## src/rtl/core/scancode_line_editor_core_assert.svh

```systemverilog
// assertion macros for the scancode line editor core
// used by the top level; no other dependencies
`ifndef SCANCODE_LINE_EDITOR_CORE_ASSERT_SVH
`define SCANCODE_LINE_EDITOR_CORE_ASSERT_SVH

// same-cycle implication
`define SLE_ASSERT_IMP(name, clk_s, rst_s, ante, cons, msg) \
  name: assert property (@(posedge clk_s) disable iff (rst_s) (ante) |-> (cons)) \
    else $error(msg);

// next-cycle implication
`define SLE_ASSERT_NXT(name, clk_s, rst_s, ante, cons, msg) \
  name: assert property (@(posedge clk_s) disable iff (rst_s) (ante) |=> (cons)) \
    else $error(msg);

`endif

```

## src/rtl/core/sle_pkg.sv

```systemverilog
// shared types, codes and the set-1 key map for the scancode line editor
// no dependencies
`timescale 1ns / 1ps

package sle_pkg;

  localparam logic [2:0] ACT_NONE   = 3'd0;
  localparam logic [2:0] ACT_ADD    = 3'd1;
  localparam logic [2:0] ACT_BKSP   = 3'd2;
  localparam logic [2:0] ACT_ENTER  = 3'd3;
  localparam logic [2:0] ACT_CLEAR  = 3'd4;
  localparam logic [2:0] ACT_SWITCH = 3'd5;
  localparam logic [2:0] ACT_READ   = 3'd6;

  localparam logic [7:0] SC_LSHIFT     = 8'h2A;
  localparam logic [7:0] SC_RSHIFT     = 8'h36;
  localparam logic [7:0] SC_LSHIFT_REL = 8'hAA;
  localparam logic [7:0] SC_RSHIFT_REL = 8'hB6;
  localparam logic [7:0] SC_ALT        = 8'h38;
  localparam logic [7:0] SC_ALT_REL    = 8'hB8;
  localparam logic [7:0] SC_CTRL       = 8'h1D;
  localparam logic [7:0] SC_CTRL_REL   = 8'h9D;
  localparam logic [7:0] SC_CAPS       = 8'h3A;
  localparam logic [7:0] SC_KEY_L      = 8'h26;
  localparam logic [7:0] SC_F1_REL     = 8'hBB;
  localparam logic [7:0] SC_F3_REL     = 8'hBD;
  localparam logic [7:0] SC_BKSP       = 8'h0E;
  localparam logic [7:0] SC_ENTER      = 8'h1C;

  localparam logic [7:0] CH_NEWLINE = 8'h0A;

  localparam logic REQ_SCAN = 1'b0;

  typedef struct packed {
    logic [2:0] action;
    logic [7:0] char_code;
    logic [1:0] terminal_index;
    logic [7:0] line_count;
    logic       shift_on;
    logic       caps_on;
    logic       ctrl_on;
    logic       alt_on;
    logic       use_mem;
  } sle_res_t;

  // ascii for a make code, zero when not printable
  function automatic logic [7:0] scan_key(input logic [7:0] code, input logic shift,
                                          input logic caps);
    logic [7:0] lo;
    logic [7:0] hi;
    logic       letter;
    logic       sel;
    begin
      {lo, hi, letter} = {8'h00, 8'h00, 1'b0};
      case (code)
        8'h02: {lo, hi, letter} = {"1", "!", 1'b0};
        8'h03: {lo, hi, letter} = {"2", "@", 1'b0};
        8'h04: {lo, hi, letter} = {"3", "#", 1'b0};
        8'h05: {lo, hi, letter} = {"4", "$", 1'b0};
        8'h06: {lo, hi, letter} = {"5", "%", 1'b0};
        8'h07: {lo, hi, letter} = {"6", "^", 1'b0};
        8'h08: {lo, hi, letter} = {"7", "&", 1'b0};
        8'h09: {lo, hi, letter} = {"8", "*", 1'b0};
        8'h0A: {lo, hi, letter} = {"9", "(", 1'b0};
        8'h0B: {lo, hi, letter} = {"0", ")", 1'b0};
        8'h0C: {lo, hi, letter} = {"-", "_", 1'b0};
        8'h0D: {lo, hi, letter} = {"=", "+", 1'b0};
        8'h0F: {lo, hi, letter} = {8'h09, 8'h09, 1'b0};
        8'h10: {lo, hi, letter} = {"q", "Q", 1'b1};
        8'h11: {lo, hi, letter} = {"w", "W", 1'b1};
        8'h12: {lo, hi, letter} = {"e", "E", 1'b1};
        8'h13: {lo, hi, letter} = {"r", "R", 1'b1};
        8'h14: {lo, hi, letter} = {"t", "T", 1'b1};
        8'h15: {lo, hi, letter} = {"y", "Y", 1'b1};
        8'h16: {lo, hi, letter} = {"u", "U", 1'b1};
        8'h17: {lo, hi, letter} = {"i", "I", 1'b1};
        8'h18: {lo, hi, letter} = {"o", "O", 1'b1};
        8'h19: {lo, hi, letter} = {"p", "P", 1'b1};
        8'h1A: {lo, hi, letter} = {"[", "{", 1'b0};
        8'h1B: {lo, hi, letter} = {"]", "}", 1'b0};
        8'h1E: {lo, hi, letter} = {"a", "A", 1'b1};
        8'h1F: {lo, hi, letter} = {"s", "S", 1'b1};
        8'h20: {lo, hi, letter} = {"d", "D", 1'b1};
        8'h21: {lo, hi, letter} = {"f", "F", 1'b1};
        8'h22: {lo, hi, letter} = {"g", "G", 1'b1};
        8'h23: {lo, hi, letter} = {"h", "H", 1'b1};
        8'h24: {lo, hi, letter} = {"j", "J", 1'b1};
        8'h25: {lo, hi, letter} = {"k", "K", 1'b1};
        8'h26: {lo, hi, letter} = {"l", "L", 1'b1};
        8'h27: {lo, hi, letter} = {";", ":", 1'b0};
        8'h28: {lo, hi, letter} = {8'h27, 8'h22, 1'b0};
        8'h29: {lo, hi, letter} = {8'h60, "~", 1'b0};
        8'h2B: {lo, hi, letter} = {8'h5C, "|", 1'b0};
        8'h2C: {lo, hi, letter} = {"z", "Z", 1'b1};
        8'h2D: {lo, hi, letter} = {"x", "X", 1'b1};
        8'h2E: {lo, hi, letter} = {"c", "C", 1'b1};
        8'h2F: {lo, hi, letter} = {"v", "V", 1'b1};
        8'h30: {lo, hi, letter} = {"b", "B", 1'b1};
        8'h31: {lo, hi, letter} = {"n", "N", 1'b1};
        8'h32: {lo, hi, letter} = {"m", "M", 1'b1};
        8'h33: {lo, hi, letter} = {",", "<", 1'b0};
        8'h34: {lo, hi, letter} = {".", ">", 1'b0};
        8'h35: {lo, hi, letter} = {"/", "?", 1'b0};
        8'h39: {lo, hi, letter} = {" ", " ", 1'b0};
        default: {lo, hi, letter} = {8'h00, 8'h00, 1'b0};
      endcase
      sel = letter ? (shift ^ caps) : shift;
      return sel ? hi : lo;
    end
  endfunction

endpackage

```

## src/rtl/core/scancode_line_editor_core.sv

```systemverilog
// scancode line editor: set-1 scancodes in, one edit/read result out per transaction
// keyboard line editor with one line per terminal in a shared line store, apb control register
// depends on sle_pkg, sle_ctrl, sle_ram and scancode_line_editor_core_assert.svh
//
// s channel: tuser = req_type (0 scancode, 1 read of a stored line byte),
//   tdata = scan_code, read_terminal, read_index
// m channel: tuser = action, tdata = char_code, terminal, line count, modifiers
// apb register 0 (address 0): input_enable, bit 0
// every accepted transaction gives exactly one result
// each result passes through the middle stage and then the output register that drives m_tvalid
// throughput: one transaction per cycle while m_tready does not hold the output; modifier, terminal and count state
//   sit in flops updated at accept, line bytes in a single-port ram whose
//   write or registered read is issued in the accept cycle
// m_tready low holds the output register and the middle stage; s_tready drops
//   only when both are full
// reset clears modifiers, active terminal, line counts and input_enable;
//   line store contents are not cleared and are only read below a line length
`timescale 1ns / 1ps
`include "scancode_line_editor_core_assert.svh"

module scancode_line_editor_core #(
  parameter int TERMINALS  = 3,
  parameter int LINE_BYTES = 128
) (
  input  logic        clk,
  input  logic        rst,
  input  logic        s_tvalid,
  output logic        s_tready,
  input  logic [23:0] s_tdata,   // scan_code[7:0], read_terminal[9:8], read_index[16:10]
  input  logic        s_tuser,   // req_type
  output logic        m_tvalid,
  input  logic        m_tready,
  output logic [23:0] m_tdata,   // char_code[7:0], terminal_index[9:8], line_count[17:10],
                                 // shift_on[18], caps_on[19], ctrl_on[20], alt_on[21]
  output logic [2:0]  m_tuser,   // action
  input  logic        psel,
  input  logic        penable,
  input  logic        pwrite,
  input  logic [2:0]  paddr,
  input  logic [31:0] pwdata,
  output logic [31:0] prdata,
  output logic        pready
);

  import sle_pkg::*;

  localparam int DEPTH  = TERMINALS * LINE_BYTES;
  localparam int ADDR_W = $clog2(DEPTH);

  logic              input_enable;
  logic              acc, s2_adv, s2_valid;
  sle_res_t          res, s2_res;
  logic              ram_en, ram_we;
  logic [ADDR_W-1:0] ram_addr;
  logic [7:0]        ram_wdata, ram_rdata;
  logic [7:0]        out_char;

  // apb register
  assign pready = 1'b1;
  assign prdata = (paddr[2] == 1'b0) ? {31'b0, input_enable} : 32'b0;

  always_ff @(posedge clk) begin
    if (rst) begin
      input_enable <= 1'b0;
    end else if (psel && penable && pwrite && (paddr[2] == 1'b0)) begin
      input_enable <= pwdata[0];
    end
  end

  // handshake
  assign s2_adv   = !m_tvalid || m_tready;
  assign s_tready = !s2_valid || s2_adv;
  assign acc      = s_tvalid && s_tready;

  sle_ctrl #(
    .TERMINALS (TERMINALS),
    .LINE_BYTES(LINE_BYTES),
    .ADDR_W    (ADDR_W)
  ) u_ctrl (
    .clk          (clk),
    .rst          (rst),
    .acc          (acc),
    .req_type     (s_tuser),
    .scan_code    (s_tdata[7:0]),
    .read_terminal(s_tdata[9:8]),
    .read_index   (s_tdata[16:10]),
    .input_enable (input_enable),
    .res          (res),
    .ram_en       (ram_en),
    .ram_we       (ram_we),
    .ram_addr     (ram_addr),
    .ram_wdata    (ram_wdata)
  );

  sle_ram #(
    .WIDTH(8),
    .DEPTH(DEPTH)
  ) u_line_store (
    .clk  (clk),
    .en   (ram_en),
    .we   (ram_we),
    .addr (ram_addr),
    .wdata(ram_wdata),
    .rdata(ram_rdata)
  );

  // middle stage waits for the ram read
  always_ff @(posedge clk) begin
    if (rst) begin
      s2_valid <= 1'b0;
    end else if (s_tready) begin
      s2_valid <= s_tvalid;
    end
  end

  always_ff @(posedge clk) begin
    if (acc) begin
      s2_res <= res;
    end
  end

  assign out_char = s2_res.use_mem ? ram_rdata : s2_res.char_code;

  // output register
  always_ff @(posedge clk) begin
    if (rst) begin
      m_tvalid <= 1'b0;
    end else if (s2_adv) begin
      m_tvalid <= s2_valid;
    end
  end

  always_ff @(posedge clk) begin
    if (s2_adv && s2_valid) begin
      m_tuser <= s2_res.action;
      m_tdata <= {2'b00, s2_res.alt_on, s2_res.ctrl_on, s2_res.caps_on, s2_res.shift_on,
                  s2_res.line_count, s2_res.terminal_index, out_char};
    end
  end

  `SLE_ASSERT_IMP(a_no_ram_on_stall, clk, rst, s2_valid && !s2_adv, !ram_en,
                  "line store accessed while read data is held")
  `SLE_ASSERT_IMP(a_mem_only_read, clk, rst, s2_valid && s2_res.use_mem,
                  s2_res.action == ACT_READ, "ram data used for a non-read result")
  `SLE_ASSERT_NXT(a_accept_fills, clk, rst, acc, s2_valid,
                  "accepted transaction lost before middle stage")
  `SLE_ASSERT_IMP(a_write_scan_only, clk, rst, ram_we, acc && !s_tuser,
                  "line store written without an accepted scancode")

endmodule

```

## src/rtl/core/sle_ram.sv

```systemverilog
// generic single-port ram with registered read
// no dependencies
`timescale 1ns / 1ps

module sle_ram #(
  parameter int WIDTH = 8,
  parameter int DEPTH = 384
) (
  input  logic                     clk,
  input  logic                     en,
  input  logic                     we,
  input  logic [$clog2(DEPTH)-1:0] addr,
  input  logic [WIDTH-1:0]         wdata,
  output logic [WIDTH-1:0]         rdata
);

  logic [WIDTH-1:0] mem [DEPTH];

  always_ff @(posedge clk) begin
    if (en) begin
      if (we) begin
        mem[addr] <= wdata;
      end else begin
        rdata <= mem[addr];
      end
    end
  end

endmodule

```

## src/rtl/core/sle_ctrl.sv

```systemverilog
// modifier, terminal and line count state with per-transaction decode
// depends on sle_pkg; drives the line store ram port
`timescale 1ns / 1ps

module sle_ctrl #(
  parameter int TERMINALS  = 3,
  parameter int LINE_BYTES = 128,
  parameter int ADDR_W     = 9
) (
  input  logic              clk,
  input  logic              rst,
  input  logic              acc,
  input  logic              req_type,
  input  logic [7:0]        scan_code,
  input  logic [1:0]        read_terminal,
  input  logic [6:0]        read_index,
  input  logic              input_enable,
  output sle_pkg::sle_res_t res,
  output logic              ram_en,
  output logic              ram_we,
  output logic [ADDR_W-1:0] ram_addr,
  output logic [7:0]        ram_wdata
);

  import sle_pkg::*;

  localparam int CW  = $clog2(LINE_BYTES);
  localparam int LW  = $clog2(LINE_BYTES + 1);
  localparam int TIW = (TERMINALS > 1) ? $clog2(TERMINALS) : 1;
  localparam logic [ADDR_W-1:0] LB_A = ADDR_W'(LINE_BYTES);

  logic [CW-1:0]  edit_count [TERMINALS];
  logic [LW-1:0]  line_length [TERMINALS];
  logic [TIW-1:0] active_terminal;
  logic           shift_held, caps_lock, ctrl_held, alt_held;

  logic           shift_next, caps_next, ctrl_next, alt_next;
  logic           is_scan, do_clear, sw_code, sw_ok, do_switch;
  logic           do_bksp, do_add, do_enter;
  logic [7:0]     sw_idx;
  logic [TIW-1:0] term_next;
  logic [CW-1:0]  pos, pos_dec;
  logic [LW-1:0]  pos_inc;
  logic [7:0]     key;
  logic           rt_ok, hit;
  logic [LW-1:0]  ll_rd;
  logic [1:0]     t_sel;
  logic [ADDR_W-1:0] idx_sel;

  always_comb begin
    shift_next = shift_held;
    caps_next  = caps_lock;
    ctrl_next  = ctrl_held;
    alt_next   = alt_held;
    case (scan_code)
      SC_LSHIFT, SC_RSHIFT:         shift_next = 1'b1;
      SC_LSHIFT_REL, SC_RSHIFT_REL: shift_next = 1'b0;
      SC_ALT:                       alt_next   = 1'b1;
      SC_ALT_REL:                   alt_next   = 1'b0;
      SC_CTRL:                      ctrl_next  = 1'b1;
      SC_CTRL_REL:                  ctrl_next  = 1'b0;
      SC_CAPS:                      caps_next  = ~caps_lock;
      default: ;
    endcase
  end

  always_comb begin
    is_scan   = (req_type == REQ_SCAN);
    do_clear  = (scan_code == SC_KEY_L) && ctrl_next;
    sw_code   = alt_next && (scan_code inside {[SC_F1_REL:SC_F3_REL]});
    sw_idx    = scan_code - SC_F1_REL;
    sw_ok     = sw_idx < 8'(TERMINALS);
    do_switch = !do_clear && sw_code && sw_ok;
    term_next = do_switch ? TIW'(sw_idx) : active_terminal;
    pos       = edit_count[term_next];
    pos_dec   = pos - CW'(1);
    pos_inc   = LW'(pos) + LW'(1);
    key       = scan_key(scan_code, shift_next, caps_next);
    do_bksp   = !do_clear && !sw_code && (scan_code == SC_BKSP) && (pos != '0)
                && input_enable;
    do_add    = !do_clear && !sw_code && !do_bksp && (key != 8'h00)
                && (pos != CW'(LINE_BYTES - 1)) && input_enable;
    do_enter  = !do_clear && !sw_code && !do_bksp && !do_add
                && (scan_code == SC_ENTER) && input_enable;

    rt_ok = {1'b0, read_terminal} < 3'(TERMINALS);
    ll_rd = rt_ok ? line_length[read_terminal[TIW-1:0]] : '0;
    hit   = rt_ok && (9'(read_index) < 9'(ll_rd)) && (9'(read_index) < 9'(LINE_BYTES));

    res.shift_on = shift_next;
    res.caps_on  = caps_next;
    res.ctrl_on  = ctrl_next;
    res.alt_on   = alt_next;
    res.use_mem  = 1'b0;
    res.char_code      = 8'h00;
    res.terminal_index = 2'(term_next);
    res.line_count     = 8'(pos);
    res.action         = ACT_NONE;
    if (!is_scan) begin
      res.shift_on       = shift_held;
      res.caps_on        = caps_lock;
      res.ctrl_on        = ctrl_held;
      res.alt_on         = alt_held;
      res.action         = ACT_READ;
      res.terminal_index = read_terminal;
      res.line_count     = 8'(ll_rd);
      res.use_mem        = hit;
    end else if (do_clear) begin
      res.action     = ACT_CLEAR;
      res.line_count = 8'h00;
    end else if (do_switch) begin
      res.action = ACT_SWITCH;
    end else if (do_bksp) begin
      res.action     = ACT_BKSP;
      res.line_count = 8'(pos_dec);
    end else if (do_add) begin
      res.action     = ACT_ADD;
      res.char_code  = key;
      res.line_count = 8'(pos_inc);
    end else if (do_enter) begin
      res.action     = ACT_ENTER;
      res.char_code  = CH_NEWLINE;
      res.line_count = 8'(pos_inc);
    end

    ram_we    = acc && is_scan && (do_bksp || do_add || do_enter);
    ram_en    = ram_we || (acc && !is_scan && hit);
    t_sel     = is_scan ? 2'(active_terminal) : read_terminal;
    idx_sel   = !is_scan ? ADDR_W'(read_index) : (do_bksp ? ADDR_W'(pos_dec) : ADDR_W'(pos));
    ram_addr  = ADDR_W'(t_sel) * LB_A + idx_sel;
    ram_wdata = do_add ? key : (do_enter ? CH_NEWLINE : 8'h00);
  end

  always_ff @(posedge clk) begin
    if (rst) begin
      shift_held      <= 1'b0;
      caps_lock       <= 1'b0;
      ctrl_held       <= 1'b0;
      alt_held        <= 1'b0;
      active_terminal <= '0;
      for (int i = 0; i < TERMINALS; i++) begin
        edit_count[i]  <= '0;
        line_length[i] <= '0;
      end
    end else if (acc && is_scan) begin
      shift_held      <= shift_next;
      caps_lock       <= caps_next;
      ctrl_held       <= ctrl_next;
      alt_held        <= alt_next;
      active_terminal <= term_next;
      if (do_clear) begin
        edit_count[active_terminal]  <= '0;
        line_length[active_terminal] <= '0;
      end else if (do_bksp) begin
        edit_count[active_terminal] <= pos_dec;
      end else if (do_add) begin
        edit_count[active_terminal] <= CW'(pos_inc);
      end else if (do_enter) begin
        edit_count[active_terminal]  <= '0;
        line_length[active_terminal] <= pos_inc;
      end
    end
  end

endmodule

```

## config.mk

```make
export PLATFORM = sky130hd
export DESIGN_NAME = scancode_line_editor_core
export DESIGN_NICKNAME = d
export VERILOG_FILES = /design/src/rtl/core/sle_pkg.sv /design/src/rtl/core/scancode_line_editor_core.sv /design/src/rtl/core/sle_ram.sv /design/src/rtl/core/sle_ctrl.sv
export VERILOG_INCLUDE_DIRS = /design/src /design/src/rtl/core
export SDC_FILE = /design/constraint.sdc
export NUM_CORES = 2
export LEC_CHECK = 0
export BUFFER_PORTS_ARGS = -buffer_cell sky130_fd_sc_hd__buf_2
export CAP_MARGIN = 20
export CORE_AREA = 10 10 573 463
export DETAILED_ROUTE_END_ITERATION = 10
export DIE_AREA = 0 0 583 473
export HOLD_SLACK_MARGIN = 0.15
export PLACE_DENSITY = 0.62
export SYNTH_ARGS = -nofsm -noshare
export SYNTH_HDL_FRONTEND = slang
export SYNTH_HIERARCHICAL = 1
export SYNTH_MEMORY_MAX_BITS = 65536
export SYNTH_SLANG_ARGS = --single-unit
export TNS_END_PERCENT = 50
```

## constraint.sdc

```tcl
create_clock -name clk -period 22.4 [get_ports clk]
set_input_delay 1.12 -clock clk [delete_from_list [all_inputs] [get_ports clk]]
set_output_delay 1.12 -clock clk [all_outputs]
set_load 0.02 [all_outputs]
```

==> qor.yml <==
clocking:
  cts_resized: 0
  clk_latency_ns: 0.88
  cts_root_buf: "clkbuf_16"
  postCtsSetupBuffers: 0
  clk_pin_slew_ns: 0.06
  htreeDepth: 5
  cts_buffer_depth: 4
  hold_buffers: 0
  cts_tree: "done"
  cts.sinks: 3193
  cts_buffers: 311
synthesis:
  ys.flop_type: "edfxtp_1"
  yosysTopAreaCell: "edfxtp_1"
  synthCells: 6089
  synth-edff-count: 3184
  ys_seq_area_share_pct: 75.84
  yosys.cell_count.top_type: "edfxtp_1"
  netlist.area_leader.share_pct: 75.70
  synth-seq-cells: 3193
  synth_warnings: 6
  synth_common_cells: "edfxtp_1 (3,184), mux4_2 (845), nor2_1 (481)"
  synth.avg_cell_area_um2: 20.74
  netlist_area_um2: 126300
  synth.distinct_cells: 87
  ys_async_sr_fraction_pct: 0
  synth.area.top_cells: "edfxtp_1 (76%), mux4_2 (15%), nor2_1 (1.4%)"
floorplanning:
  initial_utilization_pct: 49.72
  io-pin-count: 129
  core_region_area_um2: 254000
  die_h_um: 473
  die_x_um: 583
  rows: 166
  die-area_um2: 275800
finish:
  fin_cells: 9767
  final_cell_area_um2: 139600
  area_delta_synth_final_pct: 10.49
  nNetsFinal: 6276
  final_layout_size_suffix_gt1_share_pct: 23.39
timing:
  setup_viol_count_final: 0
  fmaxAchievable_mhz: 90.74
  hold_viol: 0
  finalCritPeriodShare_pct: 49.20
  min_period_ns: 11.02
  rsz0062_at_grt: "no"
  slew_headroom_pct: -5.377
  fin_skew_ns: 0.05390
  tns_ns: 0
  tightest_slew_ns: 1.581
  drv_slew: 135
worst_setup_path:
  path_class: "in2reg"
  cp_max_fo: 118
  endpoint_kind: "register"
  arrival_ns: 11.54
  start_kind: "input port"
  cp.required_ns: 22.92
global_routing:
  grt_max_degree: 385
  grt_pass1_wl_mm: 459.8
  gr-total-overflow: 0
  track_usage_pct: 22.89
  grt_pass1_vias: 61680
  antenna_found_initial: 15
status:
  status: "finished, violations left"
  violations: "slew limit"
placed_design:
  post_dp_cell_area_um2: 130100
  gp_congestion: 0.8652
  placed_cells: 9229
  io_buffer_count: 54
  hpwl_mm: 180.7
run:
  maxCapViolCount: 0
detailed_routing:
  viasPerCell: 6.462
  drc: 0
  drt_iter0_drc: 9357
  dr.pass1.iters: 8
  postRouteAntennaNets: 0
  wirelength_mm: 321.7
  vias: 63120
  wire_per_inst_um: 32.94
power:
  vdd_drop_max_mv: 0.06004
  powerDensity_nw_per_um2: 86.35
  p_leak_nw: 37.90
  total_power_mw: 12.05
worst_hold_path:
  hold_class: "reg2reg"
[flip-flops by register name, summed over array words and instances, names as in the netlist]
register	cells
u_ctrl/shift_held	1
u_ctrl/caps_lock	1
u_ctrl/alt_held	1
u_line_store/mem	3072
s2_res	26
m_tuser	3
input_enable	1
u_line_store/rdata	8
m_tdata	22
u_ctrl/edit_count	28
m_tvalid	1
u_ctrl/line_length	25
u_ctrl/ctrl_held	1
u_ctrl/active_terminal	2
s2_valid	1
[metrics by stage]
stage               utilization (%)  worst slack [ns]  hold WS [ns]
finish                        54.94             11.38        0.4155
global route                  54.94             10.93        0.4238
CTS                           54.92             11.49        0.4181
detailed placement            51.22             10.59        0.4045
global placement              51.22             10.76        0.4008
floorplan                         -             5.419        0.4003
[worst max-delay path, stage by stage]
cell	delay, ns
buf_2	0.59
inv_2	0.32
ha_1	0.33
a211oi_1	0.29
a211oi_2	0.10
nor4_4	0.20
buf_4	0.29
mux2i_2	0.73
mux2i_1	0.31
mux2_2	0.29
ha_1	0.30
nor2b_1	0.38
a31oi_2	0.23
buf_4	0.27
nor2_1	0.10
a21oi_1	0.07
o21ai_4	0.16
buf_12	0.49
buf_4	0.74
buf_4	0.63
buf_12	0.53
mux4_2	0.41
a221oi_1	0.75
o22ai_1	0.32
o211ai_1	0.89
nand4_1	0.26
[cell usage in the layout, fill, tap and decap left out, drive strengths merged, types with 44 or more instances in the layout]
cell type / Yosys / layout
mux2i: 108 / 108
nand3: 64 / 64
a21oi: 89 / 89
nand2: 277 / 277
a32oi: 44 / 44
buf: 227 / 158
clkbuf: 180 / 385
clkinv: 3 / 117
mux4: 845 / 845
a22oi: 77 / 77
nor3: 49 / 49
edfxtp: 3184 / 3184
nor2: 481 / 481
[path summary, 6_finish.rpt]
check                                      from                    end  slack, ns  cells after the start
worst min register to register        s2_res[7]            m_tdata[12]       0.42                      0
worst max register to register  u_ctrl/alt_held  u_line_store/rdata[1]      12.47                     23
worst max-delay path                 s_tdata[2]  u_line_store/rdata[1]      11.38                     26
worst min-delay path                  s2_res[7]            m_tdata[12]       0.42                      0
[layout make-up]
| type | count | area, um^2 |
|---|---|---|
| Antenna cell | 2 | 5.005 |
| Clock buffer | 385 | 8188 |
| Tap cell | 3360 | 4204 |
| Sequential cell | 3193 | 95790 |
| Multi-Input combinational cell | 2494 | 28780 |
| Clock inverter | 147 | 1217 |
| Fill cell | 19020 | 114500 |
| Inverter | 28 | 112.6 |
| Timing Repair Buffer | 158 | 1251 |
[per-layer routing]
layer  track usage (%)  wire length (um)  vias to the layer above
li1                  -                 -                    25370
met1             35.70            135300                    34070
met2             33.45            144800                     3249
met3             4.740             34040                      430
met4             5.395              7524                        0
met5                 0                 0                        -
[kinds of logic (layout without fill, tap and decap cells)]
group	after synthesis	in the layout	share of synthesized area (%)
flops	3193	3193	75.84
simple gates	1011	1011	3.472
mux	971	971	16.11
compound gates	438	438	2.514
buf+inv	435	718	1.713
fa+ha+maj	23	23	0.2278
xor+xnor	15	15	0.1100
other cells	3	38	0.008915
[where the power goes]
group	switching (mW)	internal (mW)	total, mW	leakage [nW]
combinational	0.378	0.205	0.583	8.69
clock	2.17	2.79	4.96	4.59
sequential	0.00624	6.50	6.51	24.6
total	2.55	9.50	12.1	37.9
No activity file was read; power rests on OpenSTA's default activity.
